**src/rtl/core/eois_pkg.sv**
```systemverilog
package eois_pkg;

  localparam int CAPACITY_DEFAULT = 1024;

  localparam int VALUE_W  = 31;
  localparam int STATUS_W = 2;
  localparam int KEY_W    = VALUE_W + 1;

  localparam logic OP_INSERT = 1'b0;
  localparam logic OP_POP    = 1'b1;

  localparam logic [STATUS_W-1:0] STATUS_OK    = 2'd0;
  localparam logic [STATUS_W-1:0] STATUS_EMPTY = 2'd1;
  localparam logic [STATUS_W-1:0] STATUS_FULL  = 2'd2;

  typedef struct packed {
    logic               operation;
    logic [VALUE_W-1:0] value;
  } in_item_t;

  typedef struct packed {
    logic [VALUE_W-1:0]  popped_value;
    logic [STATUS_W-1:0] status;
    logic                last_value;
  } out_item_t;

  // Even values sort first in ascending order, then odd values in descending
  // order. Inverting an odd value reverses its order within the odd half.
  function automatic logic [KEY_W-1:0] order_key(input logic [VALUE_W-1:0] v);
    logic [KEY_W-1:0] k;
    if (v[0]) begin
      k = {1'b1, ~v};
    end else begin
      k = {1'b0, v};
    end
    return k;
  endfunction

endpackage

```
**src/rtl/core/eois_ctrl.sv**
```systemverilog
module eois_ctrl #(
  parameter int CAPACITY = eois_pkg::CAPACITY_DEFAULT,
  parameter int AW       = $clog2(CAPACITY),
  parameter int CW       = $clog2(CAPACITY + 1)
) (
  input  logic                         clk,
  input  logic                         rst_n,
  input  logic                         in_valid,
  output logic                         in_ready,
  input  eois_pkg::in_item_t           in_data,
  output logic                         res_valid,
  input  logic                         res_ready,
  output eois_pkg::out_item_t          res_data,
  output logic                         mem_wr_en,
  output logic [AW-1:0]                mem_wr_addr,
  output logic [eois_pkg::VALUE_W-1:0] mem_wr_data,
  output logic [AW-1:0]                mem_rd_addr,
  input  logic [eois_pkg::VALUE_W-1:0] mem_rd_data
);

  localparam int XW = AW + 2;

  typedef enum logic [8:0] {
    S_IDLE    = 9'b000000001,
    S_UP_RD   = 9'b000000010,
    S_UP_CMP  = 9'b000000100,
    S_POP_TOP = 9'b000001000,
    S_POP_LAST= 9'b000010000,
    S_DN_RD   = 9'b000100000,
    S_DN_L    = 9'b001000000,
    S_DN_R    = 9'b010000000,
    S_DONE    = 9'b100000000
  } state_t;

  state_t                       state_r, state_nxt;
  logic [CW-1:0]                count_r, count_nxt;
  logic [AW-1:0]                idx_r, idx_nxt;
  logic [AW-1:0]                cidx_r, cidx_nxt;
  logic [eois_pkg::VALUE_W-1:0] val_r, val_nxt;
  logic [eois_pkg::VALUE_W-1:0] cand_r, cand_nxt;
  eois_pkg::out_item_t          res_r, res_nxt;

  logic [AW-1:0]                parent;
  logic [XW-1:0]                left_x;
  logic [XW-1:0]                right_x;
  logic [XW-1:0]                count_x;
  logic                         take_right;
  logic [eois_pkg::VALUE_W-1:0] child_val;
  logic [AW-1:0]                child_idx;
  logic                         in_fire;

  assign parent  = AW'((idx_r - AW'(1)) >> 1);
  assign left_x  = XW'({idx_r, 1'b1});
  assign right_x = XW'(cidx_r) + XW'(1);
  assign count_x = XW'(count_r);

  // The right child wins only when it exists and holds a smaller key.
  assign take_right = (right_x < count_x) &&
                      (eois_pkg::order_key(mem_rd_data) < eois_pkg::order_key(cand_r));
  assign child_val  = take_right ? mem_rd_data : cand_r;
  assign child_idx  = take_right ? right_x[AW-1:0] : cidx_r;

  assign in_ready  = (state_r == S_IDLE);
  assign in_fire   = in_valid && in_ready;
  assign res_valid = (state_r == S_DONE);
  assign res_data  = res_r;

  always_comb begin
    state_nxt   = state_r;
    count_nxt   = count_r;
    idx_nxt     = idx_r;
    cidx_nxt    = cidx_r;
    val_nxt     = val_r;
    cand_nxt    = cand_r;
    res_nxt     = res_r;
    mem_wr_en   = 1'b0;
    mem_wr_addr = idx_r;
    mem_wr_data = val_r;
    mem_rd_addr = '0;

    case (state_r)
      S_IDLE: begin
        if (in_fire) begin
          res_nxt.popped_value = '0;
          res_nxt.status       = eois_pkg::STATUS_OK;
          res_nxt.last_value   = 1'b0;
          if (in_data.operation == eois_pkg::OP_INSERT) begin
            if (count_r == CW'(CAPACITY)) begin
              res_nxt.status = eois_pkg::STATUS_FULL;
              state_nxt      = S_DONE;
            end else begin
              val_nxt   = in_data.value;
              idx_nxt   = count_r[AW-1:0];
              count_nxt = count_r + CW'(1);
              state_nxt = S_UP_RD;
            end
          end else begin
            if (count_r == '0) begin
              res_nxt.status = eois_pkg::STATUS_EMPTY;
              state_nxt      = S_DONE;
            end else begin
              // The root is read on this edge.
              count_nxt = count_r - CW'(1);
              state_nxt = S_POP_TOP;
            end
          end
        end
      end

      S_UP_RD: begin
        if (idx_r == '0) begin
          mem_wr_en   = 1'b1;
          mem_wr_addr = idx_r;
          mem_wr_data = val_r;
          state_nxt   = S_DONE;
        end else begin
          mem_rd_addr = parent;
          state_nxt   = S_UP_CMP;
        end
      end

      S_UP_CMP: begin
        mem_wr_en   = 1'b1;
        mem_wr_addr = idx_r;
        if (eois_pkg::order_key(mem_rd_data) > eois_pkg::order_key(val_r)) begin
          mem_wr_data = mem_rd_data;
          idx_nxt     = parent;
          state_nxt   = S_UP_RD;
        end else begin
          mem_wr_data = val_r;
          state_nxt   = S_DONE;
        end
      end

      S_POP_TOP: begin
        res_nxt.popped_value = mem_rd_data;
        res_nxt.last_value   = (count_r == '0);
        mem_rd_addr          = count_r[AW-1:0];
        state_nxt            = (count_r == '0) ? S_DONE : S_POP_LAST;
      end

      S_POP_LAST: begin
        val_nxt   = mem_rd_data;
        idx_nxt   = '0;
        state_nxt = S_DN_RD;
      end

      S_DN_RD: begin
        if (left_x >= count_x) begin
          mem_wr_en   = 1'b1;
          mem_wr_addr = idx_r;
          mem_wr_data = val_r;
          state_nxt   = S_DONE;
        end else begin
          mem_rd_addr = left_x[AW-1:0];
          cidx_nxt    = left_x[AW-1:0];
          state_nxt   = S_DN_L;
        end
      end

      S_DN_L: begin
        cand_nxt    = mem_rd_data;
        mem_rd_addr = right_x[AW-1:0];
        state_nxt   = S_DN_R;
      end

      S_DN_R: begin
        mem_wr_en   = 1'b1;
        mem_wr_addr = idx_r;
        if (eois_pkg::order_key(child_val) < eois_pkg::order_key(val_r)) begin
          mem_wr_data = child_val;
          idx_nxt     = child_idx;
          state_nxt   = S_DN_RD;
        end else begin
          mem_wr_data = val_r;
          state_nxt   = S_DONE;
        end
      end

      S_DONE: begin
        if (res_ready) begin
          state_nxt = S_IDLE;
        end
      end

      default: begin
        state_nxt = S_IDLE;
      end
    endcase
  end

  always_ff @(posedge clk) begin
    if (!rst_n) begin
      state_r <= S_IDLE;
      count_r <= '0;
    end else begin
      state_r <= state_nxt;
      count_r <= count_nxt;
    end
    idx_r  <= idx_nxt;
    cidx_r <= cidx_nxt;
    val_r  <= val_nxt;
    cand_r <= cand_nxt;
    res_r  <= res_nxt;
  end

endmodule

```
**config.mk**
```make
export PLATFORM = sky130hd
export DESIGN_NAME = eois_ctrl
export DESIGN_NICKNAME = d
export VERILOG_FILES = /design/src/rtl/core/eois_pkg.sv /design/src/rtl/core/eois_ctrl.sv
export SDC_FILE = /design/constraint.sdc
export NUM_CORES = 1
export LEC_CHECK = 0
export BUFFER_PORTS_ARGS = -buffer_cell sky130_fd_sc_hd__buf_4
export CAP_MARGIN = 5
export CORE_ASPECT_RATIO = 1.75
export CORE_MARGIN = 2
export CORE_UTILIZATION = 50
export CTS_CLUSTER_DIAMETER = 200
export DETAILED_ROUTE_END_ITERATION = 12
export GPL_TIMING_DRIVEN = 0
export PLACE_DENSITY = 0.79
export SLEW_MARGIN = 0
export SYNTH_ARGS = -nofsm -noshare
export SYNTH_HDL_FRONTEND = slang
export SYNTH_SLANG_ARGS = --single-unit
```
**constraint.sdc**
```tcl
create_clock -name clk -period 8.9 [get_ports clk]
set_input_delay 1.78 -clock clk [delete_from_list [all_inputs] [get_ports clk]]
set_output_delay 1.78 -clock clk [all_outputs]
set_load 0.01 [all_outputs]
```
==> summary.md <==
The sequential share of power is 0.244, and the flop-to-flop setup slack is 1.66 ns. The tree built by TritonCTS fans out to 135 sinks. The post-detailed-route count of antenna-violating nets was 0; the largest stage delay on the critical path was 0.41 ns. The tree is rooted in a clkbuf_16.

The share of post-route cells with drive strength above 1 is 0.304, and the number of iterations in the first detailed-routing pass is 7. Buffers inserted to repair hold after CTS numbered 0. Counting flops and latches in the post-synthesis netlist gives 135.

Kind of critical path: input port to output port. TritonCTS built the clock tree. Using the TritonRoute via totals, the vias-per-cell ratio works out to 6.39. The largest driver fanout on the critical path works out to 10.

The total die area is 0.0242 mm2, and the layout filler cell count is 1751. The DRC violation total after the first TritonRoute iteration is 868, and the worst supply voltage drop on vdd is 0.186 mV. The synthesized netlist net count was 1318; the vertical die dimension was 204 um. The share of the synthesized area in the top cell type is 0.301. Worst path required time: 7.12 ns.

The final reports fail on setup timing. By instance count, the leading cell after synthesis is ha_1. For the sequential cell area in the final layout, the log shows 0.00385 mm2. For this run, the leading register cell type out of synthesis is edfxtp_1. Summed over all cells, the static leakage comes to 6.05 nW. The run gives 0 as the total count of max-transition violations in the final report. The combinational fraction of design power was 0.560. The tools report the category of the worst setup path launch point as an input port. Setup repair after global routing could not meet its margin everywhere. In this run the most critical hold path is launched from count_r[2]. The worst reg2reg path depth is 27, and the hold-critical path depth is 2. The run gives 111 MHz as the maximum operating frequency. For the depth of the CTS H-tree, the log shows 4. Power spread over the standard cell area amounts to 268 mW/mm2. All-layer global routing usage: 0.324. The global route total overflow was 0. The synthesis-to-layout area growth works out to 30.8%.

After synthesis, the cell types taking the most area are edfxtp_1 (30%), ha_1 (13%), xnor2_1 (7.4%). The synthesized netlist cell count was 1134; the post-detailed-routing wire length was 41200 um. The proportion of register bits with asynchronous set or reset after synthesis was 0; the routed wire length per instance was 24.8 um. The number of different library cells in the post-synthesis netlist was 72. In this run the cell area measured after placement is 0.0131 mm2. Entering global routing, the biggest net connects 32 pins. The total half-perimeter wirelength after legalization and detailed placement was 29000 um. The number of antenna violations at the first check in global routing came out at 1.

The run gives 0.0150 mm2 as the cell area after layout. By count the netlist is led by ha_1 (116), edfxtp_1 (115), xnor2_1 (97). The clock share of power is 0.195, and the global-route wire length before repair is 59500 um. The multi-input combinational cells in the finished layout cover a total of 0.00782 mm2. Final total negative setup slack: -2.10 ns.

The startpoint identified for the worst register-to-register timing path is cand_r[0]. Number of endpoints with negative hold slack in the final report: 0. In this run, synthesis inferred 115 flip-flops with an integrated enable.

The mean area per synthesized cell came out at 10.1 um2. Clock tree synthesis inserted a total of 17 buffers. The family with the most delay on the worst path was buffers and inverters. The floorplan has 73 rows. Counting along the longest clock path gives a buffer depth of 2. The flow ran to the end, but the final reports show violations. At the later pin of the worst-skew pair, clock insertion delay measures 0.46 ns. The minimum period implied by the final worst setup slack was 9.02 ns.

The global placement routability congestion was 0.970; the number of buffers inserted by port buffering was 153. The clock-pin slew reported for the worst setup and hold paths after clock tree synthesis works out to 0.06 ns. The tools report the via count of the first global-routing pass as 10800. The worst hold path terminates at count_r[2]. The cell accounting for the most synthesized area was edfxtp_1. For the worst-case setup margin in the final layout, the log shows -0.124 ns. The worst setup path is captured at an output port. The routed layout has 10600 vias. The core region is 0.0227 mm2.

The design internal power is 2.37 mW. Yosys printed 0 warnings. The number of stages on the worst setup path is 29, and the number of I/O pins is 155. Setup violations remaining at the end of the flow were counted as 31. In the routed design, unresolved DRC markers number 0. Clock skew on the completed layout was measured at 0.0113 ns.

The tools report the post-synthesis cell area as 0.0115 mm2. For the worst-case headroom to the max-slew limit, the log shows 0.366. For the pin with the worst max-slew slack, the measured transition is 0.948 ns. The logs give 0 for the number of max-cap violations and 0.506 for the initial cell density of the core. Data arrives at the worst endpoint at 7.24 ns.

Worst min-delay path category: register to register. In the final design database the tool counted 1530 nets. The floorplan step set the die width to 118 um.

In this run the power spent charging and discharging nets is 1.65 mW. The number of buffers and inverters on the critical path is 11. For this design, the slowest cell found on the critical path is a2111o_1.

The final clock period utilization by the worst path was 1.01; the switching part of the total was 0.410. The share of synthesized area occupied by flip-flops and latches was 0.336. In this design, the critical path's most frequently occurring cell is buf_6. The end of the worst register-to-register path is idx_r[8].
[metal layers]
metal  vias up  wire length [um]  global-route usage
met3       235              2890              0.0617
met2       548             21200               0.591
met4         0              3270               0.247
li1       4704                 -                   -
met1      5115             13800               0.321
met5         -                 0                   0
[sequential cells by signal (all words and copies together) (netlist names)]
| signal | count |
|---|---|
| count_r | 11 |
| val_r | 31 |
| cidx_r | 9 |
| cand_r | 31 |
| res_data | 34 |
| idx_r | 10 |
| state_r | 9 |
[tightest hold or removal path: stages, from the launching register on]
cell and delay, ns:
dfxtp_1 0.38, nand2_1 0.08, a21boi_0 0.06
[logic make-up (layout without fill, tap and decap cells)]
logic type      count (synthesis)  after routing  synth area share
other cells                     0              1                 0
mux                            92             92            0.0870
simple gates                  265            265             0.124
fa+ha+maj                     117            117             0.128
buf+inv                       113            338            0.0447
compound gates                261            261             0.164
flops                         135            135             0.336
xor+xnor                      151            151             0.116
[timing repair]
| action | 4_1_cts | 5_1_grt |
|---|---|---|
| pin swaps | 17 | 50 |
| endpoints found under the setup margin | 31 | 31 |
| setup buffers | 13 | 19 |
| gates resized for setup | 75 | 98 |
| gates cloned | 1 | 2 |
[power groups by stage]
stage | Combinational (mW) | Sequential [mW] | Clock [mW]
5_1_grt | 2.40 | 0.990 | 0.810
3_3_place_gp | 1.80 | 0.989 | 0
2_1_floorplan | 1.20 | 0.974 | 0
6_report | 2.25 | 0.982 | 0.785
4_1_cts | 2.02 | 0.975 | 0.782
3_5_place_dp | 1.86 | 0.987 | 0
[cells in the final DEF, fill, tap and decap left out, drive strengths merged, types with 19 or more instances in the layout]
master,netlist,routed
ha,116,116
o31ai,26,26
inv,52,55
xnor2,97,97
o221ai,27,27
mux2,61,61
nor2,33,33
clkbuf,26,48
dfxtp,20,20
xor2,54,54
mux2i,31,31
o21ai,35,35
edfxtp,115,115
a21oi,39,39
and2,38,38
nand2,74,74
a21o,19,19
a22oi,39,39
buf,35,224
nand3,24,24
[final cells by class]
cell class / instances / share of cell area
Multi-Input combinational cell: 886 / 0.522
Sequential cell: 135 / 0.257
Timing Repair Buffer: 193 / 0.107
Buffer: 61 / 0.0335
Clock buffer: 18 / 0.0293
Tap cell: 300 / 0.0250
Clock inverter: 14 / 0.0131
Inverter: 52 / 0.0130
Antenna cell: 1 / 0.000167
[how the worst max path moves through the flow]
stage | start | end | slack, ns
floorplan | mem_rd_data[0] | mem_wr_data[16] | 0.08
CTS | mem_rd_data[0] | mem_wr_data[5] | 0.003
global placement | mem_rd_data[0] | mem_wr_data[20] | -1.72
finish | mem_rd_data[0] | mem_wr_data[26] | -0.12
detailed placement | mem_rd_data[0] | mem_wr_data[20] | -1.91
global route | cand_r[0] | mem_wr_data[4] | -0.22
[through the flow]
stage	utilization	hold slack (ns)	total power, mW	setup WS [ns]	instances
after floorplan	-	0.491	2.18	0.0770	1134
after global placement	0.574	0.547	2.79	-1.72	1587
after detailed placement	0.577	0.553	2.84	-1.91	1591
after CTS	0.627	0.562	3.78	0.00340	1637
after global routing	0.662	0.593	4.20	-0.215	1660
final	0.662	0.565	4.02	-0.124	1660
(Power assumes the default switching activity.)
